==> src/hdl/aesd_pkg.sv <==
// ----------------------------------------------------------------------------
// aesd_pkg
// Shared tables and GF(2^8) helpers for the AES-128 decryption pipeline.
// ----------------------------------------------------------------------------
package aesd_pkg;

	typedef logic [7:0] byte_tab_t [256];

	localparam int NumRounds = 10;
	localparam logic [0:0] REG_KEY_HIGH = 1'b0;
	localparam logic [0:0] REG_KEY_LOW  = 1'b1;
	localparam logic [7:0] RCON_FIRST   = 8'h01;
	localparam logic [8:0] GF_POLY      = 9'h11B;

	localparam byte_tab_t INV_SUB_TAB = '{
		8'h52,8'h09,8'h6A,8'hD5,8'h30,8'h36,8'hA5,8'h38,8'hBF,8'h40,8'hA3,8'h9E,8'h81,8'hF3,8'hD7,8'hFB,
		8'h7C,8'hE3,8'h39,8'h82,8'h9B,8'h2F,8'hFF,8'h87,8'h34,8'h8E,8'h43,8'h44,8'hC4,8'hDE,8'hE9,8'hCB,
		8'h54,8'h7B,8'h94,8'h32,8'hA6,8'hC2,8'h23,8'h3D,8'hEE,8'h4C,8'h95,8'h0B,8'h42,8'hFA,8'hC3,8'h4E,
		8'h08,8'h2E,8'hA1,8'h66,8'h28,8'hD9,8'h24,8'hB2,8'h76,8'h5B,8'hA2,8'h49,8'h6D,8'h8B,8'hD1,8'h25,
		8'h72,8'hF8,8'hF6,8'h64,8'h86,8'h68,8'h98,8'h16,8'hD4,8'hA4,8'h5C,8'hCC,8'h5D,8'h65,8'hB6,8'h92,
		8'h6C,8'h70,8'h48,8'h50,8'hFD,8'hED,8'hB9,8'hDA,8'h5E,8'h15,8'h46,8'h57,8'hA7,8'h8D,8'h9D,8'h84,
		8'h90,8'hD8,8'hAB,8'h00,8'h8C,8'hBC,8'hD3,8'h0A,8'hF7,8'hE4,8'h58,8'h05,8'hB8,8'hB3,8'h45,8'h06,
		8'hD0,8'h2C,8'h1E,8'h8F,8'hCA,8'h3F,8'h0F,8'h02,8'hC1,8'hAF,8'hBD,8'h03,8'h01,8'h13,8'h8A,8'h6B,
		8'h3A,8'h91,8'h11,8'h41,8'h4F,8'h67,8'hDC,8'hEA,8'h97,8'hF2,8'hCF,8'hCE,8'hF0,8'hB4,8'hE6,8'h73,
		8'h96,8'hAC,8'h74,8'h22,8'hE7,8'hAD,8'h35,8'h85,8'hE2,8'hF9,8'h37,8'hE8,8'h1C,8'h75,8'hDF,8'h6E,
		8'h47,8'hF1,8'h1A,8'h71,8'h1D,8'h29,8'hC5,8'h89,8'h6F,8'hB7,8'h62,8'h0E,8'hAA,8'h18,8'hBE,8'h1B,
		8'hFC,8'h56,8'h3E,8'h4B,8'hC6,8'hD2,8'h79,8'h20,8'h9A,8'hDB,8'hC0,8'hFE,8'h78,8'hCD,8'h5A,8'hF4,
		8'h1F,8'hDD,8'hA8,8'h33,8'h88,8'h07,8'hC7,8'h31,8'hB1,8'h12,8'h10,8'h59,8'h27,8'h80,8'hEC,8'h5F,
		8'h60,8'h51,8'h7F,8'hA9,8'h19,8'hB5,8'h4A,8'h0D,8'h2D,8'hE5,8'h7A,8'h9F,8'h93,8'hC9,8'h9C,8'hEF,
		8'hA0,8'hE0,8'h3B,8'h4D,8'hAE,8'h2A,8'hF5,8'hB0,8'hC8,8'hEB,8'hBB,8'h3C,8'h83,8'h53,8'h99,8'h61,
		8'h17,8'h2B,8'h04,8'h7E,8'hBA,8'h77,8'hD6,8'h26,8'hE1,8'h69,8'h14,8'h63,8'h55,8'h21,8'h0C,8'h7D
	};

	function automatic byte_tab_t build_fwd_sbox();
		byte_tab_t t;
		for (int i = 0; i < 256; i++) begin
			t[INV_SUB_TAB[i]] = 8'(i);
		end
		return t;
	endfunction

	localparam byte_tab_t FWD_SBOX = build_fwd_sbox();

	function automatic logic [7:0] xtime(input logic [7:0] b);
		logic [8:0] v;
		v = {b, 1'b0};
		if (v[8]) begin
			v = v ^ GF_POLY;
		end
		return v[7:0];
	endfunction

	function automatic logic [31:0] inv_mix_col(input logic [31:0] col);
		logic [7:0] a [4];
		logic [7:0] a2 [4];
		logic [7:0] a4 [4];
		logic [7:0] a8 [4];
		logic [7:0] m9 [4];
		logic [7:0] m11 [4];
		logic [7:0] m13 [4];
		logic [7:0] m14 [4];
		for (int i = 0; i < 4; i++) begin
			a[i]   = col[31-8*i -: 8];
			a2[i]  = xtime(a[i]);
			a4[i]  = xtime(a2[i]);
			a8[i]  = xtime(a4[i]);
			m9[i]  = a8[i] ^ a[i];
			m11[i] = a8[i] ^ a2[i] ^ a[i];
			m13[i] = a8[i] ^ a4[i] ^ a[i];
			m14[i] = a8[i] ^ a4[i] ^ a2[i];
		end
		return {m14[0] ^ m11[1] ^ m13[2] ^ m9[3],
		        m9[0] ^ m14[1] ^ m11[2] ^ m13[3],
		        m13[0] ^ m9[1] ^ m14[2] ^ m11[3],
		        m11[0] ^ m13[1] ^ m9[2] ^ m14[3]};
	endfunction

endpackage

==> src/hdl/aesd_round.sv <==
// ----------------------------------------------------------------------------
// aesd_round
// One registered inverse round: shift rows, S-box, key add, mix columns (skipped in the last round).
// ----------------------------------------------------------------------------
module aesd_round (
	input  logic         clk,
	input  logic         arst_n,
	input  logic         last_round,
	input  logic         in_valid,
	input  logic [127:0] in_state,
	input  logic [127:0] round_key,
	output logic         out_valid,
	output logic [127:0] out_state
);
	import aesd_pkg::*;

	logic [127:0] shifted;
	logic [127:0] keyed;
	logic [127:0] mixed;
	logic         valid_s1;
	logic [127:0] state_s1;

	always_comb begin
		for (int c = 0; c < 4; c++) begin
			for (int r = 0; r < 4; r++) begin
				shifted[127 - 8*(4*((c + r) % 4) + r) -: 8] =
					INV_SUB_TAB[in_state[127 - 8*(4*c + r) -: 8]];
			end
		end
		keyed = shifted ^ round_key;
		for (int c = 0; c < 4; c++) begin
			mixed[127 - 32*c -: 32] = inv_mix_col(keyed[127 - 32*c -: 32]);
		end
	end

	always_ff @(posedge clk or negedge arst_n) begin
		if (!arst_n) begin
			valid_s1 <= 1'b0;
		end else begin
			valid_s1 <= in_valid;
		end
	end

	always_ff @(posedge clk) begin
		state_s1 <= last_round ? keyed : mixed;
	end

	assign out_valid = valid_s1;
	assign out_state = state_s1;

endmodule

==> config.mk <==
export PLATFORM = sky130hd
export DESIGN_NAME = aesd_round
export DESIGN_NICKNAME = d
export VERILOG_FILES = /design/src/hdl/aesd_pkg.sv /design/src/hdl/aesd_round.sv
export SDC_FILE = /design/constraint.sdc
export NUM_CORES = 2
export LEC_CHECK = 0
export BUFFER_PORTS_ARGS = -buffer_cell sky130_fd_sc_hd__buf_4
export CORE_MARGIN = 2
export CORE_UTILIZATION = 30
export DETAILED_ROUTE_END_ITERATION = 8
export SYNTH_ARGS = -nofsm -noshare
export SYNTH_HDL_FRONTEND = slang
export SYNTH_SLANG_ARGS = --single-unit
==> constraint.sdc <==
create_clock -name clk -period 0.9 [get_ports clk]
set_input_delay 0.27 -clock clk [delete_from_list [all_inputs] [get_ports clk]]
set_output_delay 0.27 -clock clk [all_outputs]
set_load 0.01 [all_outputs]
==> run metrics <==
status complete, but fails checks; failing checks setup timing; Flop pwr share 5.7%; library cells used by synthesis between 100 and 150; largest family of logic cells by synthesized area compound AO/OA/AOI/OAI gates; Worst Path Arrival 4.08 ns; MaxCap Viol Count 0; routability cong. approximately 1.1; Max Fanout on Critical Path 4; Reg clk slew, reported paths about 0.08 ns; Mean Syn Cell Area 7.17 µm²; post-route cell area ~120000 µm²; TritonCTS Buffers 17; FF+latch count, synth 129; wirelength, routed ~460000 µm; die height between 400 and 500 µm; Startpoint Class input port; Die Wd slightly below 500 µm; RSZ-0062 raised after global routing yes; Yosys top cell area share under 10%; Hold Path Class input port to async pin; Clock Tree Root clkbuf_16; largest cells by area after synthesis xnor2_1, ha_1, a21oi_1; Worst path slowest cell mux4_2; first-pass GRT wire length 666000 µm; row count 179; Peak VDD IR 2.79 mV; TritonRoute pass-1 iters 9; CP Cell Sequence buf_8 -> buf_4 -> ha_4 -> buf_6 -> or3_4 -> buf_4 -> a21oi_1 -> o22ai_1 -> mux4_2 -> o211ai_4 -> buf_6 -> xor2_4 -> buf_12 -> buf_6 -> xnor3_1 -> xnor2_2 -> xnor2_1 -> xnor2_1 -> mux2i_1; drt drc 0; Max Clk Rate 275 MHz; Most used DFF post-synth dfxtp_1; sequential-to-total area share from yosys stat under 10%; period utilization 404%; core area approximately 240000 µm²; Critical Path End Type flop; io pins a little under 400; Placement Cell Area between 100000 and 150000 µm²; CTS max path bufs 2; synthesized-area fraction occupied by adder cells between 5 and 6%; DRC marker count from the first detailed-route iteration between 10000 and 15000; Via Count around 100k; Final min period around 3.6 ns; pre-CTS setup slack -3.69 ns; initial core utilization between 30% and 40%; Setup CP Type input port to flop; CTS tree yes; WP depth 19; mux cell area share after synthesis about 8.4%; layout cells sized above 1 approximately half; input/output buffers ~390; number of flops mapped to enable cells by yosys 0; Post-DRT Antenna Nets 0; Reg area ~2600 µm²; nets@finish between 10000 and 15000; net switching power 96200 µW; Slew headroom between 50% and 60%; Gate Count Post-Synth just under 10000; end point of the critical path out_state[76]; Setup-failing EPs final between 200 and 300; DR vias/cell a little over 6; Bufs and invs on worst path 7; Layout fillers about 22000; worst setup margin -2.73 ns; Total GRT Usage between 30% and 40%; Area Overhead vs Synth 72.8%; sw frac around 46%; Synth Area in XOR/XNOR between 10% and 20%; Remaining Overflow, GRT 0; drt wl/cell 27.3 µm; Compound-Gate Fraction of Synth Area 35.0%; largest net degree at the start of global routing 40; Leak 0.0523 µW; Critical Path Most Common Cell buf_6; combinational share of power roughly 90%; Async SR Flop Fraction less than 1%; share of synthesized cell area in and, or, nand and nor gates 24.3%; Final Hold Viols 0; clk sinks ~130; hpwl dp around 360000 µm; Post-synth top cells nand2_1, a21oi_1, nor2_1; max incr delay on CP between 0.5 and 0.6 ns; # H-tree levels 4; clock share of power under 10%; combined area of the multi-input logic cells ~74000 µm²; Worst Path Required around 1.4 ns; Slew Limit Fails 0; Die Area roughly 240000 µm²; internal power roughly 110000 µW; initial antenna violation count 25; cell taking the most area after synthesis xnor2_1; Synth Cell Area approximately 71000 µm²; Slew @ Worst Pin between 0.6 and 0.7 ns; vias in the first global route ~100000; crit path from in_state[33]; top-count cell post-synth nand2_1; number of synthesis warnings 0; Post-Syn Nets around 11000; Top delay family on crit path XOR/XNOR gates; PwrDens 1690 nW/µm²
==> state kept, by name (all words and copies together) (netlist names) <==
signal,flops
out_valid,1
out_state,128
==> layout make-up <==
cell class,count,share of cell area (%)
Multi-Input combinational cell,8479,59.7
Timing Repair Buffer,4898,33.7
Tap cell,3167,3.22
Sequential cell,129,2.11
Inverter,208,0.805
Clock buffer,20,0.379
Clock inverter,12,0.118
Antenna cell,24,0.0487
==> what timing repair did <==
action,CTS,global route
cloned,4,2
hold buffers,2,0
gates resized for setup,1390,699
pin swaps,566,478
endpoints found under the hold margin,2,0
setup endpoints to repair,257,257
setup buffers,264,132
==> logic make-up after synthesis <==
family | after synthesis
compound gates | 3492
mux | 409
flops | 129
xor+xnor | 930
simple gates | 3353
buf+inv | 1342
fa+ha+maj | 295
==> cells in the final DEF, fill, tap and decap left out, drive strengths merged, types with 86 or more instances in the layout <==
cell type / n
nand2: 737
nor2b: 301
mux4: 144
a31oi: 198
xnor2: 602
nor2: 591
o311ai: 152
a221oi: 102
and2: 96
o211ai: 207
mux2i: 185
o21ai: 552
or2: 124
nand2b: 403
nand3: 313
a211oi: 204
nor3: 269
a311oi: 175
a21oi: 732
dfxtp: 128
buf: 4891
ha: 295
o31ai: 86
xor2: 255
inv: 185
==> per-layer routing <==
metal	vias to the layer above	routed length [µm]	track usage [%]
li1	45200	-	-
met1	49500	181000	46.0
met2	7003	203000	55.8
met3	1726	41800	5.05
met4	4	35500	22.3
met5	-	27	0
==> power by group through the flow <==
stage	registers, µW	clock network [µW]	logic [µW]
global route	11900	8540	196000
detailed placement	11800	0	147000
finish	11900	8250	188000
global placement	11900	0	147000
floorplan	11900	0	87100
CTS	11700	8330	167000
==> worst min-delay path by stage <==
stage / start / end / cells after the start
2_1_floorplan: arst_n / out_valid / 0
3_3_place_gp: arst_n / out_valid / 1
3_5_place_dp: arst_n / out_valid / 1
4_1_cts: arst_n / out_valid / 2
5_1_grt: arst_n / out_valid / 2
6_report: arst_n / out_valid / 2
==> stage by stage <==
| step | cells | hold WS (ns) | util (%) | setup TNS [ns] | total power (µW) |
|---|---|---|---|---|---|
| after global routing | 16900 | 0.0446 | 52.0 | -387.40 | 217000 |
| after CTS | 16800 | 0.0000833 | 50.0 | -363.13 | 187000 |
| after global placement | 16500 | 0.0495 | 45.8 | -421.85 | 159000 |
| after detailed placement | 16500 | 0.0477 | 45.8 | -421.68 | 159000 |
| final | 16900 | 0.0542 | 52.0 | -375.59 | 208000 |
| after floorplan | 9950 | -0.0256 | - | -349.16 | 99000 |
No activity file was read; power rests on OpenSTA's default activity.
